==> config.mk <==
export PLATFORM = sky130hd
export DESIGN_NAME = scan_elevator_scheduler_top
export DESIGN_NICKNAME = d
export VERILOG_FILES = /design/src/rtl/sesch_pkg.sv /design/src/rtl/sesch_table.sv /design/src/rtl/sesch_seq.sv /design/src/rtl/scan_elevator_scheduler_top.sv
export SDC_FILE = /design/constraint.sdc
export NUM_CORES = 1
export LEC_CHECK = 0
export BUFFER_PORTS_ARGS = -buffer_cell sky130_fd_sc_hd__clkbuf_2
export CELL_PAD_IN_SITES_DETAIL_PLACEMENT = 1
export CELL_PAD_IN_SITES_GLOBAL_PLACEMENT = 1
export CORE_MARGIN = 3
export CORE_UTILIZATION = 45
export DETAILED_ROUTE_END_ITERATION = 16
export HOLD_SLACK_MARGIN = 0.1
export PLACE_DENSITY_LB_ADDON = 0.1
export SYNTH_ARGS = -nofsm -noshare
export SYNTH_HDL_FRONTEND = slang
export SYNTH_SLANG_ARGS = --single-unit
==> constraint.sdc <==
create_clock -name clock -period 3.8 [get_ports clock]
set_input_delay 0.19 -clock clock [delete_from_list [all_inputs] [get_ports clock]]
set_output_delay 0.19 -clock clock [all_outputs]
set_load 0.005 [all_outputs]
==> src/rtl/sesch_pkg.sv <==
package sesch_pkg;

   // Field widths fixed by the item format.
   localparam int FLOOR_W = 4;
   localparam int CNT_W   = 5;
   localparam int ACT_W   = 2;

   // Defaults for the top-level parameters.
   localparam int DEF_TOP_FLOOR   = 9;
   localparam int DEF_RIDER_SLOTS = 16;
   localparam int DEF_CALL_SLOTS  = 16;

   typedef logic [FLOOR_W-1:0] floor_type;
   typedef logic [ACT_W-1:0]   action_type;
   typedef logic [CNT_W-1:0]   count_type;

   // Item actions.
   localparam action_type ACT_TICK  = 2'd0;
   localparam action_type ACT_CALL  = 2'd1;
   localparam action_type ACT_RIDER = 2'd2;

   localparam floor_type BOTTOM_FLOOR = 4'd1;

   // Nearest requested floor above and below the car, as gathered during a scan.
   typedef struct packed {
      floor_type above;
      floor_type below;
   } bounds_type;

   // Folds one requested floor into the running bounds.
   function automatic bounds_type consider_floor(bounds_type b, floor_type car, floor_type f);
      bounds_type r;
      r = b;
      if (b.above > f && car < f) begin
         r.above = f;
      end else if (b.below < f && car > f) begin
         r.below = f;
      end
      return r;
   endfunction

endpackage

==> src/rtl/sesch_table.sv <==
module sesch_table #(
   parameter int DEPTH = 16,
   parameter int WIDTH = 4,
   localparam int AW = (DEPTH > 1) ? $clog2(DEPTH) : 1
) (
   input  logic             clock,
   input  logic             reset,
   input  logic [AW-1:0]    rd_addr,
   output logic [WIDTH-1:0] rd_data,
   output logic             rd_valid,
   input  logic             wr_en,
   input  logic [AW-1:0]    wr_addr,
   input  logic [WIDTH-1:0] wr_data,
   input  logic             clr_en,
   input  logic [AW-1:0]    clr_addr,
   output logic             free_found,
   output logic [AW-1:0]    free_addr,
   output logic             any_valid
);

   logic [WIDTH-1:0] entry_mem [DEPTH];
   logic [WIDTH-1:0] rd_data_ff;
   logic             rd_valid_ff;
   logic [DEPTH-1:0] valid_ff;
   logic [DEPTH-1:0] valid_in;

   // Synchronous memory: one write port and one registered read port.
   always_ff @(posedge clock) begin
      if (wr_en) begin
         entry_mem[wr_addr] <= wr_data;
      end
      rd_data_ff  <= entry_mem[rd_addr];
      rd_valid_ff <= valid_ff[rd_addr];
   end

   assign rd_data  = rd_data_ff;
   assign rd_valid = rd_valid_ff;

   // Valid bits: a write sets its entry and a clear drops one.
   always_comb begin
      valid_in = valid_ff;
      if (clr_en) begin
         valid_in[clr_addr] = 1'b0;
      end
      if (wr_en) begin
         valid_in[wr_addr] = 1'b1;
      end
   end

   always_ff @(posedge clock) begin
      if (reset) begin
         valid_ff <= '0;
      end else begin
         valid_ff <= valid_in;
      end
   end

   // Lowest free slot.
   always_comb begin
      free_found = 1'b0;
      free_addr  = '0;
      for (int i = DEPTH - 1; i >= 0; i--) begin
         if (!valid_ff[i]) begin
            free_found = 1'b1;
            free_addr  = AW'(i);
         end
      end
   end

   assign any_valid = |valid_ff;

endmodule

==> src/rtl/sesch_seq.sv <==
module sesch_seq #(
   parameter int TOP_FLOOR   = 9,
   parameter int RIDER_SLOTS = 16,
   parameter int CALL_SLOTS  = 16,
   localparam int RAW = (RIDER_SLOTS > 1) ? $clog2(RIDER_SLOTS) : 1,
   localparam int CAW = (CALL_SLOTS > 1) ? $clog2(CALL_SLOTS) : 1
) (
   input  logic                   clock,
   input  logic                   reset,
   input  logic                   req_valid,
   output logic                   req_ready,
   input  sesch_pkg::action_type  req_action,
   input  sesch_pkg::floor_type   req_start_floor,
   input  sesch_pkg::floor_type   req_dest_floor,
   output logic                   rsp_valid,
   input  logic                   rsp_ready,
   output sesch_pkg::floor_type   rsp_car_floor_now,
   output logic                   rsp_moving_up,
   output sesch_pkg::count_type   rsp_left_count,
   output sesch_pkg::count_type   rsp_boarded_count,
   output logic                   rsp_idle,
   output logic                   rsp_accepted,
   // Rider table
   output logic [RAW-1:0]         rider_rd_addr,
   input  sesch_pkg::floor_type   rider_rd_data,
   input  logic                   rider_rd_valid,
   output logic                   rider_wr_en,
   output logic [RAW-1:0]         rider_wr_addr,
   output sesch_pkg::floor_type   rider_wr_data,
   output logic                   rider_clr_en,
   output logic [RAW-1:0]         rider_clr_addr,
   input  logic                   rider_free_found,
   input  logic [RAW-1:0]         rider_free_addr,
   input  logic                   rider_any,
   // Call table: origin in the upper floor field, destination in the lower
   output logic [CAW-1:0]         call_rd_addr,
   input  logic [2*sesch_pkg::FLOOR_W-1:0] call_rd_data,
   input  logic                   call_rd_valid,
   output logic                   call_wr_en,
   output logic [CAW-1:0]         call_wr_addr,
   output logic [2*sesch_pkg::FLOOR_W-1:0] call_wr_data,
   output logic                   call_clr_en,
   output logic [CAW-1:0]         call_clr_addr,
   input  logic                   call_free_found,
   input  logic [CAW-1:0]         call_free_addr,
   input  logic                   call_any
);

   import sesch_pkg::*;

   localparam int IW = (RAW > CAW) ? RAW : CAW;
   localparam floor_type TOP_F = floor_type'(TOP_FLOOR);

   localparam logic [2:0] S_IDLE  = 3'd0;
   localparam logic [2:0] S_RSCAN = 3'd1;
   localparam logic [2:0] S_CSCAN = 3'd2;
   localparam logic [2:0] S_DRAIN = 3'd3;
   localparam logic [2:0] S_FIN   = 3'd4;
   localparam logic [2:0] S_OUT   = 3'd5;

   logic [2:0]  state_ff, state_in;
   logic [IW-1:0] idx_ff, idx_in;
   logic [IW-1:0] prc_idx_ff, prc_idx_in;
   logic        prc_rider_ff, prc_rider_in;
   logic        prc_call_ff, prc_call_in;
   floor_type   car_ff, car_in;
   logic        up_ff, up_in;
   bounds_type  bnd_ff, bnd_in;
   count_type   left_ff, left_in;
   count_type   board_ff, board_in;
   logic        idle_ff, idle_in;
   logic        acc_ff, acc_in;

   logic        rsp_valid_ff, rsp_valid_in;
   floor_type   rsp_car_ff;
   logic        rsp_up_ff;
   count_type   rsp_left_ff;
   count_type   rsp_board_ff;
   logic        rsp_idle_ff;
   logic        rsp_acc_ff;

   logic        accept;
   logic        out_free;
   logic        load_rsp;
   logic        start_ok;
   logic        dest_ok;
   floor_type   call_origin;
   floor_type   call_dest;
   floor_type   next_floor;

   assign req_ready = (state_ff == S_IDLE);
   assign accept    = req_valid && req_ready;
   assign out_free  = !rsp_valid_ff || rsp_ready;
   assign load_rsp  = (state_ff == S_OUT) && out_free;

   assign start_ok = (req_start_floor >= BOTTOM_FLOOR) && (req_start_floor <= TOP_F);
   assign dest_ok  = (req_dest_floor >= BOTTOM_FLOOR) && (req_dest_floor <= TOP_F);

   assign call_origin = call_rd_data[2*FLOOR_W-1:FLOOR_W];
   assign call_dest   = call_rd_data[FLOOR_W-1:0];

   assign rider_rd_addr = idx_ff[RAW-1:0];
   assign call_rd_addr  = idx_ff[CAW-1:0];

   // SCAN choice of the next floor from the gathered bounds.
   always_comb begin
      if (up_ff && car_ff == TOP_F) begin
         next_floor = bnd_ff.below;
      end else if (!up_ff && car_ff == BOTTOM_FLOOR) begin
         next_floor = bnd_ff.above;
      end else if (up_ff && bnd_ff.above > car_ff) begin
         next_floor = bnd_ff.above;
      end else begin
         next_floor = bnd_ff.below;
      end
   end

   // Sequencer and scan datapath.
   always_comb begin
      state_in     = state_ff;
      idx_in       = idx_ff;
      prc_idx_in   = idx_ff;
      prc_rider_in = 1'b0;
      prc_call_in  = 1'b0;
      car_in       = car_ff;
      up_in        = up_ff;
      bnd_in       = bnd_ff;
      left_in      = left_ff;
      board_in     = board_ff;
      idle_in      = idle_ff;
      acc_in       = acc_ff;

      rider_wr_en    = 1'b0;
      rider_wr_addr  = rider_free_addr;
      rider_wr_data  = req_dest_floor;
      rider_clr_en   = 1'b0;
      rider_clr_addr = prc_idx_ff[RAW-1:0];
      call_wr_en     = 1'b0;
      call_wr_addr   = call_free_addr;
      call_wr_data   = {req_start_floor, req_dest_floor};
      call_clr_en    = 1'b0;
      call_clr_addr  = prc_idx_ff[CAW-1:0];

      case (state_ff)
         S_IDLE: begin
            if (accept) begin
               left_in  = '0;
               board_in = '0;
               idle_in  = 1'b0;
               case (req_action)
                  ACT_TICK: begin
                     acc_in   = 1'b1;
                     idx_in   = '0;
                     bnd_in   = '{above: TOP_F, below: BOTTOM_FLOOR};
                     state_in = S_RSCAN;
                  end
                  ACT_CALL: begin
                     acc_in     = start_ok && dest_ok && call_free_found;
                     call_wr_en = start_ok && dest_ok && call_free_found;
                     state_in   = S_OUT;
                  end
                  ACT_RIDER: begin
                     acc_in      = dest_ok && rider_free_found;
                     rider_wr_en = dest_ok && rider_free_found;
                     state_in    = S_OUT;
                  end
                  default: begin
                     acc_in   = 1'b0;
                     state_in = S_OUT;
                  end
               endcase
            end
         end
         S_RSCAN: begin
            prc_rider_in = 1'b1;
            if (idx_ff == IW'(RIDER_SLOTS - 1)) begin
               idx_in   = '0;
               state_in = S_CSCAN;
            end else begin
               idx_in = idx_ff + 1'b1;
            end
         end
         S_CSCAN: begin
            prc_call_in = 1'b1;
            if (idx_ff == IW'(CALL_SLOTS - 1)) begin
               state_in = S_DRAIN;
            end else begin
               idx_in = idx_ff + 1'b1;
            end
         end
         S_DRAIN: begin
            state_in = S_FIN;
         end
         S_FIN: begin
            idle_in = !rider_any && !call_any;
            if (rider_any || call_any) begin
               car_in = next_floor;
               if (up_ff && next_floor < car_ff) begin
                  up_in = 1'b0;
               end else if (!up_ff && next_floor > car_ff) begin
                  up_in = 1'b1;
               end
            end
            state_in = S_OUT;
         end
         S_OUT: begin
            if (out_free) begin
               state_in = S_IDLE;
            end
         end
         default: begin
            state_in = S_IDLE;
         end
      endcase

      // A rider entry read back from the table: leaves here or marks its floor.
      if (prc_rider_ff && rider_rd_valid) begin
         if (rider_rd_data == car_ff) begin
            rider_clr_en = 1'b1;
            left_in      = left_ff + 1'b1;
         end else begin
            bnd_in = consider_floor(bnd_ff, car_ff, rider_rd_data);
         end
      end

      // A call entry: boards when it waits at the car's floor and a rider slot is free, otherwise keeps waiting.
      if (prc_call_ff && call_rd_valid) begin
         if (call_origin == car_ff && rider_free_found) begin
            rider_wr_en   = 1'b1;
            rider_wr_addr = rider_free_addr;
            rider_wr_data = call_dest;
            call_clr_en   = 1'b1;
            board_in      = board_ff + 1'b1;
            bnd_in        = consider_floor(bnd_ff, car_ff, call_dest);
         end else begin
            bnd_in = consider_floor(bnd_ff, car_ff, call_origin);
         end
      end
   end

   // Control state.
   always_ff @(posedge clock) begin
      if (reset) begin
         state_ff     <= S_IDLE;
         prc_rider_ff <= 1'b0;
         prc_call_ff  <= 1'b0;
         car_ff       <= BOTTOM_FLOOR;
         up_ff        <= 1'b1;
         rsp_valid_ff <= 1'b0;
      end else begin
         state_ff     <= state_in;
         prc_rider_ff <= prc_rider_in;
         prc_call_ff  <= prc_call_in;
         car_ff       <= car_in;
         up_ff        <= up_in;
         rsp_valid_ff <= rsp_valid_in;
      end
   end

   // Working registers.
   always_ff @(posedge clock) begin
      idx_ff     <= idx_in;
      prc_idx_ff <= prc_idx_in;
      bnd_ff     <= bnd_in;
      left_ff    <= left_in;
      board_ff   <= board_in;
      idle_ff    <= idle_in;
      acc_ff     <= acc_in;
   end

   // Output register: holds a finished beat until it is taken.
   always_comb begin
      rsp_valid_in = rsp_valid_ff && !rsp_ready;
      if (load_rsp) begin
         rsp_valid_in = 1'b1;
      end
   end

   always_ff @(posedge clock) begin
      if (load_rsp) begin
         rsp_car_ff   <= car_ff;
         rsp_up_ff    <= up_ff;
         rsp_left_ff  <= left_ff;
         rsp_board_ff <= board_ff;
         rsp_idle_ff  <= idle_ff;
         rsp_acc_ff   <= acc_ff;
      end
   end

   assign rsp_valid         = rsp_valid_ff;
   assign rsp_car_floor_now = rsp_car_ff;
   assign rsp_moving_up     = rsp_up_ff;
   assign rsp_left_count    = rsp_left_ff;
   assign rsp_boarded_count = rsp_board_ff;
   assign rsp_idle          = rsp_idle_ff;
   assign rsp_accepted      = rsp_acc_ff;

endmodule

==> src/rtl/scan_elevator_scheduler_top.sv <==
// An add (waiting call or rider) goes from acceptance to the output state and then into
// the output register. A tick walks the rider table and then the call table, one entry
// per cycle through the single read port of each table, then drains, updates the car and
// loads the output register. One item is in progress at a time; the next is taken once
// its result is in the output register, and an output stall holds the item until then.
// Synchronous reset empties both tables, puts the car at floor 1 and sets it moving up.
module scan_elevator_scheduler_top #(
   parameter int TOP_FLOOR   = sesch_pkg::DEF_TOP_FLOOR,
   parameter int RIDER_SLOTS = sesch_pkg::DEF_RIDER_SLOTS,
   parameter int CALL_SLOTS  = sesch_pkg::DEF_CALL_SLOTS
) (
   input  logic                  clock,
   input  logic                  reset,
   input  logic                  req_valid,
   output logic                  req_ready,
   input  sesch_pkg::action_type req_action,
   input  sesch_pkg::floor_type  req_start_floor,
   input  sesch_pkg::floor_type  req_dest_floor,
   output logic                  rsp_valid,
   input  logic                  rsp_ready,
   output sesch_pkg::floor_type  rsp_car_floor_now,
   output logic                  rsp_moving_up,
   output sesch_pkg::count_type  rsp_left_count,
   output sesch_pkg::count_type  rsp_boarded_count,
   output logic                  rsp_idle,
   output logic                  rsp_accepted
);

   import sesch_pkg::*;

   localparam int RAW = (RIDER_SLOTS > 1) ? $clog2(RIDER_SLOTS) : 1;
   localparam int CAW = (CALL_SLOTS > 1) ? $clog2(CALL_SLOTS) : 1;
   localparam int CW  = 2 * FLOOR_W;

   logic [RAW-1:0] rider_rd_addr;
   floor_type      rider_rd_data;
   logic           rider_rd_valid;
   logic           rider_wr_en;
   logic [RAW-1:0] rider_wr_addr;
   floor_type      rider_wr_data;
   logic           rider_clr_en;
   logic [RAW-1:0] rider_clr_addr;
   logic           rider_free_found;
   logic [RAW-1:0] rider_free_addr;
   logic           rider_any;

   logic [CAW-1:0] call_rd_addr;
   logic [CW-1:0]  call_rd_data;
   logic           call_rd_valid;
   logic           call_wr_en;
   logic [CAW-1:0] call_wr_addr;
   logic [CW-1:0]  call_wr_data;
   logic           call_clr_en;
   logic [CAW-1:0] call_clr_addr;
   logic           call_free_found;
   logic [CAW-1:0] call_free_addr;
   logic           call_any;

   // Riders in the car: destination floor per slot.
   sesch_table #(
      .DEPTH (RIDER_SLOTS),
      .WIDTH (FLOOR_W)
   ) u_rider_table (
      .clock      (clock),
      .reset      (reset),
      .rd_addr    (rider_rd_addr),
      .rd_data    (rider_rd_data),
      .rd_valid   (rider_rd_valid),
      .wr_en      (rider_wr_en),
      .wr_addr    (rider_wr_addr),
      .wr_data    (rider_wr_data),
      .clr_en     (rider_clr_en),
      .clr_addr   (rider_clr_addr),
      .free_found (rider_free_found),
      .free_addr  (rider_free_addr),
      .any_valid  (rider_any)
   );

   // Waiting calls: origin and destination floor per slot.
   sesch_table #(
      .DEPTH (CALL_SLOTS),
      .WIDTH (CW)
   ) u_call_table (
      .clock      (clock),
      .reset      (reset),
      .rd_addr    (call_rd_addr),
      .rd_data    (call_rd_data),
      .rd_valid   (call_rd_valid),
      .wr_en      (call_wr_en),
      .wr_addr    (call_wr_addr),
      .wr_data    (call_wr_data),
      .clr_en     (call_clr_en),
      .clr_addr   (call_clr_addr),
      .free_found (call_free_found),
      .free_addr  (call_free_addr),
      .any_valid  (call_any)
   );

   // Item sequencer, table walk and output register.
   sesch_seq #(
      .TOP_FLOOR   (TOP_FLOOR),
      .RIDER_SLOTS (RIDER_SLOTS),
      .CALL_SLOTS  (CALL_SLOTS)
   ) u_seq (
      .clock             (clock),
      .reset             (reset),
      .req_valid         (req_valid),
      .req_ready         (req_ready),
      .req_action        (req_action),
      .req_start_floor   (req_start_floor),
      .req_dest_floor    (req_dest_floor),
      .rsp_valid         (rsp_valid),
      .rsp_ready         (rsp_ready),
      .rsp_car_floor_now (rsp_car_floor_now),
      .rsp_moving_up     (rsp_moving_up),
      .rsp_left_count    (rsp_left_count),
      .rsp_boarded_count (rsp_boarded_count),
      .rsp_idle          (rsp_idle),
      .rsp_accepted      (rsp_accepted),
      .rider_rd_addr     (rider_rd_addr),
      .rider_rd_data     (rider_rd_data),
      .rider_rd_valid    (rider_rd_valid),
      .rider_wr_en       (rider_wr_en),
      .rider_wr_addr     (rider_wr_addr),
      .rider_wr_data     (rider_wr_data),
      .rider_clr_en      (rider_clr_en),
      .rider_clr_addr    (rider_clr_addr),
      .rider_free_found  (rider_free_found),
      .rider_free_addr   (rider_free_addr),
      .rider_any         (rider_any),
      .call_rd_addr      (call_rd_addr),
      .call_rd_data      (call_rd_data),
      .call_rd_valid     (call_rd_valid),
      .call_wr_en        (call_wr_en),
      .call_wr_addr      (call_wr_addr),
      .call_wr_data      (call_wr_data),
      .call_clr_en       (call_clr_en),
      .call_clr_addr     (call_clr_addr),
      .call_free_found   (call_free_found),
      .call_free_addr    (call_free_addr),
      .call_any          (call_any)
   );

endmodule
Word-level counts from Yosys, hierarchy flattened
Memory sizes are Yosys's and may differ from the RTL's. A register that Yosys moved wholly into a read port is not among the register bits.
Cells that the tools add are included.
Widths: inputs -> output; s select.
{"block": "word_totals", "reg_bits": 90, "ramBits": 192, "in_bits": 14, "elab_cells": 277, "mem_count": 2}
{"memory": "u_call_table.entry_mem", "words": 16, "width": 8, "read_ports": 1, "rd_clocked_by_memory_dff": 1, "write_ports": 1, "line": "sesch_table.sv:21", "source": "logic [WIDTH-1:0] entry_mem [DEPTH];"}
{"memory": "u_rider_table.entry_mem", "words": 16, "width": 4, "read_ports": 1, "rd_clocked_by_memory_dff": 1, "write_ports": 1, "line": "sesch_table.sv:21"}
{"block": "classes", "addsub": 3, "order_cmp": 26, "eq_ne": 27, "muxes": 142, "n_bitwise": 5, "n_reduce_logical": 48}
{"operator": "$mux 4", "count": 50}
{"operator": "$mux 16", "count": 4}
{"operator": "$mux 1", "count": 59}
{"operator": "$mux 8", "count": 7}
{"operator": "$mux 5", "count": 8}
{"operator": "$and 16x16->16", "count": 2}
{"operator": "$gt 4x4->1", "count": 8}
{"operator": "$or 16x16->16", "count": 2}
{"operator": "$reduce_or 16->1", "count": 2}
{"operator": "$lt 4x4->1", "count": 7}
{"operator": "$logic_and 1x1->1", "count": 26}
{"operator": "$ge 4x1->1 const B", "count": 5}
{"operator": "$lt 4x5->1 const B", "count": 4}
{"operator": "$ne 3x3->1 const B", "count": 6}
{"operator": "$pmux 3 s6", "count": 1}
{"operator": "$not 16->16", "count": 1}
{"operator": "$mux 3", "count": 5}
{"operator": "$demux 1 s4", "count": 3}
{"operator": "$ne 4x4->1 const B", "count": 3}
{"operator": "$pmux 4 s3", "count": 1}
{"operator": "$add 5x1->5 const B", "count": 2}
{"operator": "$bmux 1 s4", "count": 2}
{"operator": "$eq 4x4->1", "count": 2}
{"operator": "$eq 4x4->1 const B", "count": 2}
{"operator": "22 further kinds", "count": 39}

Depth between registers and ports, before layout
Gate-level depths: netlist of the first run.
{"block": "depth", "word_depth": 24, "ltp_mapped": 12, "ltp_nobuf": 12}

By module
A second synthesis of the first run with hierarchy kept.
{"block": "unflattened", "cells_unflattened": 983, "hier_area_um2": 13291.5}
{"mod": "sesch_table (u_call_table)", "instances": 1, "cells_each": 349, "area_per_inst_um2": 6125.9, "seq_area_each_um2": 4344.2}
{"mod": "sesch_seq", "instances": 1, "cells_each": 385, "area_per_inst_um2": 3638.5, "seq_area_each_um2": 1431.4}
{"mod": "sesch_table (u_rider_table)", "instances": 1, "cells_each": 249, "area_per_inst_um2": 3527.1, "seq_area_each_um2": 2342.2}

Worst setup path after synthesis of the first run
Ideal clock, no wire load.
{"block": "synth_path", "kind": "reg-to-reg", "start": "register u_seq.bnd_ff[6] (netlist name)", "end": "register u_seq.up_ff", "arrival_ps": 2607, "required_ps": 3655, "path_slack_ps": 1048, "path_stages_with_launch": 11, "period_less_slack_ps": 2752, "path_cell_list": "edfxtp_1 -> ha_1 -> o21ai_0 -> a21oi_1 -> o311ai_1 -> mux2_2 -> ha_1 -> nor2b_1 -> o21a_1 -> o21ai_0 -> a31oi_1"}
{"block": "synth_via", "elab_chain_cells": 9, "word_cells_on_any_way": 12, "classes_between": "order compare (3); mux (4); reduce/logical (5)"}
{"item": "start: declaration", "line": "sesch_seq.sv:68", "source": "bounds_type bnd_ff, bnd_in;"}
{"item": "start signal: assignment", "line": "sesch_seq.sv:264", "source": "bnd_ff <= bnd_in;"}
{"item": "$gt 4x4->1 *", "line": "sesch_seq.sv:111", "source": "end else if (up_ff && bnd_ff.above > car_ff) begin"}
{"item": "$logic_and 1x1->1 *", "line": "sesch_seq.sv:111"}
{"item": "$mux 4 *", "line": "sesch_seq.sv:111"}
{"item": "$mux 4 *", "line": "sesch_seq.sv:109", "source": "end else if (!up_ff && car_ff == BOTTOM_FLOOR) begin"}
{"item": "$mux 4 *", "line": "sesch_seq.sv:107", "source": "if (up_ff && car_ff == TOP_F) begin"}
{"item": "via u_seq.next_floor[1]", "line": "sesch_seq.sv:89", "source": "floor_type next_floor;"}
{"item": "$gt 4x4->1 or $lt 4x4->1 (tied branches)", "line": "sesch_seq.sv:200, sesch_seq.sv:198"}
{"item": "$logic_and 1x1->1, on equally long branches", "line": "sesch_seq.sv:200, sesch_seq.sv:198"}
{"item": "$reduce_bool 2->1 (no line)"}
{"item": "$reduce_and 3->1 (no line)"}
{"item": "end signal: assignment", "line": "sesch_seq.sv:255", "source": "up_ff <= up_in;"}
{"item": "end: declaration", "line": "sesch_seq.sv:67", "source": "logic up_ff, up_in;"}
Mark *: on every way through the listed nets, which the timed path passes. The rest lies on a longest branch.
A chain may end at the register's enable or synchronous reset.

Worst setup path in the final report of the first run
{"block": "layout_path", "start": "register u_seq.car_ff[0]", "end": "memory u_rider_table.entry_mem[2][0], in the netlist u_rider_table.entry_mem[1][0] (enable)"}
{"block": "layout_via", "elab_chain_cells": 6}
{"item": "start: declaration", "line": "sesch_seq.sv:66", "source": "floor_type car_ff, car_in;"}
{"item": "start signal: assignment", "line": "sesch_seq.sv:254", "source": "car_ff <= car_in;"}
{"item": "$eq 4x4->1", "line": "sesch_seq.sv:228", "source": "if (call_origin == car_ff && rider_free_found) begin"}
{"item": "$logic_and 1x1->1", "line": "sesch_seq.sv:228"}
{"item": "$mux 1", "line": "sesch_seq.sv:228"}
{"item": "$mux 1", "line": "sesch_seq.sv:227", "source": "if (prc_call_ff && call_rd_valid) begin"}
{"item": "$mux 1", "line": "sesch_table.sv:29", "source": "if (wr_en) begin"}
{"item": "$mux 1 (not written as such)", "line": "sesch_table.sv:30", "source": "entry_mem[wr_addr] <= wr_data;"}
{"item": "end: declaration", "line": "sesch_table.sv:21"}
Every way passes these cells.

==> flow_metrics.py, run 1 <==
metrics = {
    "outcome": {
        "status": "complete, no violations",
    },
    "synth": {
        "ys_types": 64,
        "yosys.area.top_type": "edfxtp_1",
        "synth_flop_cell": "edfxtp_1",
        "synth_common_cells": "223 x edfxtp_1, 71 x dfxtp_1, 70 x mux4_2",
        "synth_area_mm2": 0.01306,
        "yosysMostFrequentCell": "edfxtp_1",
        "syn_nets": 964,
        "synth_edf_count": 223,
        "ys_seq_area_frac": 0.6214,
        "synth-seq-cells": 294,
        "yosysWarnings": 0,
        "yosys.area.top_type_share": 0.5126,
        "yosys-top-cells-area": "edfxtp_1 51%, mux4_2 12%, dfxtp_1 11%",
        "synth_cells": 906,
        "syn_avg_cell_area_um2": 14.42,
        "ys_async_sr_fraction": 0,
    },
    "route": {
        "ant_nets": 0,
        "drt-initial-drc-count": 629,
        "drc": 0,
        "drt_pre_antenna_iters": 5,
        "routed-via-count": 8146,
        "wl_um": 33240,
        "wl_per_cell_um": 24.44,
        "viasPerCell": 5.990,
    },
    "timing": {
        "finalCriticalPeriod_ps": 3187,
        "finClkSkew_ps": 27.10,
        "setup_viol": 0,
        "timing.final.crit_share": 0.8386,
        "worst_pin_slew_ps": 938.1,
        "rsz0062_at_grt": "false",
        "final-max-slew-violation-count": 0,
        "setup_tns_ps": 0,
        "finalHoldViolCount": 0,
        "hold_slack_ps": 128.2,
        "relSlewSlack": 0.3717,
        "fmax_mhz": 313.8,
    },
    "power_and_ir_drop": {
        "switchingPower_w": 0.001718,
        "finalPower_w": 0.007373,
        "p_clk_frac": 0.404,
        "power_leakage_nw": 4.975,
        "switching_share": 0.2330,
        "powerDensity_mw_per_mm2": 500.0,
        "ir_drop_mv": 0.3993,
        "internal_power_w": 0.005655,
        "pwr-share-seq": 0.491,
        "power_frac_comb": 0.105,
    },
    "final_layout": {
        "layout.nets": 1015,
        "syn2layout_area_growth_pct": 12.88,
        "drive_gt1_frac": 0.1874,
        "fin_util": 0.5236,
        "antenna_cells": 0,
        "fin_area_mm2": 0.01475,
    },
    "critical_path": {
        "reg2reg_slack_ps": 610,
        "required_ps": 3970,
        "critPathMaxFanout": 11,
        "cp.arrival_ps": 3360,
        "worstRegToRegCells": 8,
        "worstSetupPathType": "reg -> reg",
        "worstSetupEndpointType": "register",
        "crit_path_start_kind": "register",
        "rr_startpoint": "u_seq.car_ff[0]$_SDFFE_PP1P_",
        "timing.rr.end": "u_rider_table.entry_mem[1][0]$_DFFE_PP_",
    },
    "grt": {
        "grt_max_degree": 56,
        "grt_pass1_wl_um": 52010,
        "antenna_found_initial": 0,
        "grt_use_total": 0.2170,
        "grt_use_met2": 0.3680,
        "use_met1": 0.2966,
        "grt_pass1_vias": 8607,
        "grt.busiest_layer": "met2",
        "gr-usage-met3": 0.03462,
        "grt_overflow": 0,
    },
    "clocking": {
        "post-cts-setup-buffers": 0,
        "clkLatencyLatePin_ps": 560,
        "clock_path_buffers": 3,
        "cts_num_sinks": 294,
        "ctsResizeCount": 0,
        "htreeDepth": 1,
        "cts_buffers": 31,
        "cts.clk_slew.worst_paths_ps": 60,
        "ctsHoldBuffers": 4,
        "cts_root_buf": "clkbuf_16",
        "cts_tree": "yes",
    },
    "floorplanning": {
        "rows": 61,
        "core_region_area_mm2": 0.02816,
        "die-area_mm2": 0.03111,
        "initial_utilization": 0.4639,
        "io_pins": 33,
        "die_x_um": 176.4,
        "die_y_um": 176.4,
    },
    "flow_run": {
        "drv_cap": 0,
    },
    "place": {
        "io_buffers": 32,
        "postPlaceCellArea_mm2": 0.01370,
        "gp_congestion": 0.8549,
        "dp_hpwl_um": 23330,
    },
    "hold_path": {
        "hold_depth": 1,
        "worstHoldEndpoint": "u_call_table.entry_mem[14][7]$_DFFE_PP_",
        "hold_path.startpoint": "req_start_floor[3]",
        "hold_path.class": "in -> reg",
    },
}
## cell type report
class | instances | area (µm²)
Fill cell | 2752 | 13420
Sequential cell | 294 | 8118
Multi-Input combinational cell | 542 | 4661
Clock buffer | 45 | 838.3
Tap cell | 378 | 473.0
Timing Repair Buffer | 53 | 352.8
Clock inverter | 13 | 172.7
Inverter | 35 | 131.4
## flip-flops by register name, summed over array words and instances, names as in the netlist, 4 cells and up
signal / cells
u_call_table.entry_mem: 128
u_call_table.rd_data: 8
u_call_table.valid_ff: 16
u_rider_table.entry_mem: 64
u_rider_table.rd_data: 4
u_rider_table.valid_ff: 16
u_seq.bnd_ff: 8
u_seq.board_ff: 5
u_seq.call_clr_addr: 4
u_seq.call_rd_addr: 4
u_seq.car_ff: 4
u_seq.left_ff: 5
u_seq.rsp_boarded_count: 5
u_seq.rsp_car_floor_now: 4
u_seq.rsp_left_count: 5
## layout by cell type (no fill, tap or decap), drive strengths merged, types with 5 or more instances in the layout
cell	instances
nand4	19
inv	34
nand3	15
o21ai	58
dfxtp	71
nand2b	16
o221ai	5
edfxtp	223
nor3	14
a211oi	6
mux2i	6
ha	44
nor2	61
mux4	70
nor2b	11
nand2	54
clkbuf	77
or3	12
a31oi	11
buf	17
or2	9
nor4	13
a22oi	9
clkinv	9
o21a	11
o211ai	15
a21oi	28
o311ai	11
## logic make-up (layout without fill, tap and decap cells)
| logic type | after synthesis | in the layout | synth area share |
|---|---|---|---|
| DFF | 294 | 294 | 0.6214 |
| and+or+nand+nor | 241 | 241 | 0.09817 |
| AOI/OAI and AO/OA | 174 | 174 | 0.08591 |
| muxes | 79 | 79 | 0.1279 |
| buffers and inverters | 70 | 146 | 0.02184 |
| adders and majority gates | 44 | 44 | 0.04214 |
| xor gates and xnor gates | 4 | 4 | 0.002681 |
## critical path, cell delays in order (launching register included)
cell and delay (ps):
dfxtp_1 450, inv_1 150, ha_1 300, nand4_1 220, nor3_4 440, a41oi_1 150
buf_4 230, or2_2 330, nor3_1 530
## power groups by stage
| stage | clock network (W) | logic (W) | registers [W] |
|---|---|---|---|
| 6_report | 0.00298 | 0.000772 | 0.00362 |
| 5_1_grt | 0.00320 | 0.000855 | 0.00363 |
| 4_1_cts | 0.00305 | 0.000783 | 0.00362 |
| 3_5_place_dp | 0 | 0.000775 | 0.00369 |
| 3_3_place_gp | 0 | 0.000744 | 0.00369 |
| 2_1_floorplan | 0 | 0.000534 | 0.00363 |
## per-stage QoR
| step | instances | worst slack [ps] |
|---|---|---|
| finish | 1360 | 613.4 |
| global route | 1360 | 335.3 |
| CTS | 1360 | 600.6 |
| detailed placement | 1298 | 616.2 |
| global placement | 1298 | 711.6 |
| floorplan | 906 | 1048 |
## worst max path at each step
stage                                 start                                 endpoint  slack [ps]  depth (start not counted)
6_report       u_seq.car_ff[0]$_SDFFE_PP1P_  u_rider_table.entry_mem[1][0]$_DFFE_PP_         610                          8
5_1_grt        u_seq.car_ff[2]$_SDFFE_PP0P_                 u_seq.up_ff$_SDFFE_PP1P_         340                         11
4_1_cts        u_seq.car_ff[0]$_SDFFE_PP1P_  u_rider_table.entry_mem[1][1]$_DFFE_PP_         600                          8
3_5_place_dp   u_seq.car_ff[0]$_SDFFE_PP1P_  u_rider_table.entry_mem[1][2]$_DFFE_PP_         620                          8
3_3_place_gp   u_seq.car_ff[0]$_SDFFE_PP1P_  u_rider_table.entry_mem[9][3]$_DFFE_PP_         710                          8
2_1_floorplan     u_seq.bnd_ff[6]$_DFFE_PP_                 u_seq.up_ff$_SDFFE_PP1P_        1050                         10
## layer usage
metal / wire (µm) / share of wire
met2: 16500 / 0.50
met1: 14330 / 0.43
met4: 716 / 0.022
met5: 0 / 0
met3: 1697 / 0.051
No activity file was read; power rests on OpenSTA's default activity.
==> inputs of run 2 (changes only) <==
Clock period 3.8 ns to 2.6 ns, I/O delays scaled along.
==> flow_metrics.py, run 2 (synthesized netlist as in run 1, its figures left out) <==
metrics = {
    "clocking": {
        "cts.clk_slew.worst_paths_ps": 60,
        "cts_buffers": 34,
        "clkLatencyLatePin_ps": 520,
        "htreeDepth": 2,
        "cts_tree": "yes",
        "clock_path_buffers": 3,
        "cts_num_sinks": 294,
        "post-cts-setup-buffers": 0,
        "cts_root_buf": "clkbuf_16",
    },
    "place": {
        "io_buffers": 32,
        "gp_congestion": 0.8661,
        "preCtsSetupSlack_ps": -199.4,
        "dp_cells": 1393,
        "dp_hpwl_um": 26070,
    },
    "hold_path": {
        "hold_path.startpoint": "req_dest_floor[0]",
        "worstHoldEndpoint": "u_call_table.entry_mem[8][0]$_DFFE_PP_",
        "hold_depth": 2,
        "hold_path.class": "in -> reg",
    },
    "floorplanning": {
        "die-area_mm2": 0.03111,
        "io_pins": 33,
        "rows": 61,
        "core_region_area_mm2": 0.02816,
        "die_y_um": 176.4,
        "initial_utilization": 0.4639,
        "die_x_um": 176.4,
    },
    "route": {
        "ant_nets": 0,
        "drt-initial-drc-count": 759,
        "viasPerCell": 5.977,
        "drt_pre_antenna_iters": 5,
        "drc": 0,
        "wl_per_cell_um": 25.31,
        "routed-via-count": 8732,
        "wl_um": 36980,
    },
    "final_layout": {
        "layout.nets": 1117,
        "final_cell_mix": "223 x edfxtp_1, 102 x buf_4, 70 x mux4_2, 68 x dfxtp_1, 54 x nand2_1",
        "top_register": "u_call_table.entry_mem",
        "reg_top3": "u_call_table.entry_mem (128), u_rider_table.entry_mem (64)",
        "largest_reg_flops": 128,
        "fillers": 2677,
        "antenna_cells": 0,
        "fin_cells": 1461,
        "drive_gt1_frac": 0.2964,
        "regArea_mm2": 0.008124,
        "final_common_cell": "edfxtp_1",
        "multiInputGateArea_mm2": 0.004868,
        "fin_util": 0.5634,
        "syn2layout_area_growth_pct": 21.46,
    },
    "critical_path": {
        "reg2reg_slack_ps": 0.5,
        "critPathMaxFanout": 4,
        "required_ps": 2980,
        "worstSetupEndpointType": "register",
        "crit_path_start_kind": "register",
        "worstSetupPathType": "reg -> reg",
        "worstRegToRegCells": 12,
        "cp.arrival_ps": 2980,
        "timing.rr.end": "u_seq.up_ff$_SDFFE_PP1P_",
        "rr_startpoint": "u_seq.car_ff[1]$_SDFFE_PP0P_",
    },
    "grt": {
        "grt_max_degree": 60,
        "grt_use_total": 0.2400,
        "antenna_found_initial": 0,
        "grt_pass1_wl_um": 56570,
        "grt_overflow": 0,
        "grt_pass1_vias": 9427,
    },
    "timing": {
        "relSlewSlack": 0.5518,
        "final-max-slew-violation-count": 0,
        "hold_slack_ps": 124.5,
        "timing.final.crit_share": 0.9998,
        "setup_viol": 0,
        "finClkSkew_ps": 14.40,
        "fin_ws_ps": 0.4921,
        "rsz0062_at_grt": "true",
        "finalCriticalPeriod_ps": 2600,
        "finalHoldViolCount": 0,
        "fmax_mhz": 384.7,
        "worst_pin_slew_ps": 672.3,
    },
    "power_and_ir_drop": {
        "switchingPower_w": 0.002722,
        "ir_drop_mv": 0.5880,
        "switching_share": 0.2432,
        "powerDensity_mw_per_mm2": 705.4,
        "power_frac_comb": 0.114,
        "power_leakage_nw": 5.554,
        "finalPower_w": 0.01119,
        "pwr-share-seq": 0.471,
        "p_clk_frac": 0.415,
        "internal_power_w": 0.008471,
    },
    "flow_run": {
        "drv_cap": 0,
    },
    "outcome": {
        "status": "complete, no violations",
    },
}
## run 2: worst max path at each step
stage | startpoint | endpoint | slack (ps) | cells past startpoint
floorplan | u_seq.bnd_ff[6]$_DFFE_PP_ | u_seq.up_ff$_SDFFE_PP1P_ | 20 | 10
global placement | u_seq.car_ff[1]$_SDFFE_PP0P_ | u_seq.up_ff$_SDFFE_PP1P_ | -110 | 12
detailed placement | u_seq.car_ff[1]$_SDFFE_PP0P_ | u_seq.up_ff$_SDFFE_PP1P_ | -200 | 12
CTS | u_seq.car_ff[1]$_SDFFE_PP0P_ | u_seq.up_ff$_SDFFE_PP1P_ | 6 | 11
global route | u_seq.car_ff[1]$_SDFFE_PP0P_ | u_seq.up_ff$_SDFFE_PP1P_ | -100 | 12
finish | u_seq.car_ff[1]$_SDFFE_PP0P_ | u_seq.up_ff$_SDFFE_PP1P_ | 0.5 | 12
## run 2: power by group through the flow
stage / combinational [W] / sequential (W) / clock (W)
global route: 0.00141 / 0.00527 / 0.00493
global placement: 0.00119 / 0.00536 / 0
finish: 0.00128 / 0.00527 / 0.00465
CTS: 0.00128 / 0.00527 / 0.00472
detailed placement: 0.00125 / 0.00537 / 0
floorplan: 0.000785 / 0.00530 / 0
## run 2: metal layers
layer	up-vias	part of all wire	global-route usage
li1	3899	-	-
met4	0	0.030	0.07561
met3	79	0.048	0.03978
met5	-	0	0
met1	4501	0.44	0.3242
met2	253	0.48	0.4008
## run 2: what timing repair did
item,4_1_cts,5_1_grt
hold buffers,8,0
hold endpoints to repair,47,0
setup endpoints to repair,31,121
pin swaps,1,3
resized for setup,13,33
## run 2: worst max-delay path: stages, from the launching register on
cell and delay [ps]:
dfxtp_2 360, buf_6 120, inv_2 50, ha_1 290, nand2b_1 90, a21oi_2 70
o311ai_4 410, mux2_4 360, ha_4 220, nor2b_1 120, o21a_1 160, o21ai_1 130
a31oi_1 100
## run 2: metrics by stage
step / setup TNS (ps) / cell area, µm²
floorplan: 0 / 13080
global placement: -109.3 / 14500
detailed placement: -1403 / 14500
CTS: 0 / 15730
global route: -110.1 / 15870
finish: 0 / 15870
## run 2: layout make-up
class | instances | share of cell area
clock buffer | 46 | 0.05898
timing repair buffer | 152 | 0.07491
inverter | 35 | 0.008279
tap | 378 | 0.02981
multi-input combinational | 542 | 0.3068
clock inverter | 14 | 0.009226
sequential | 294 | 0.5120
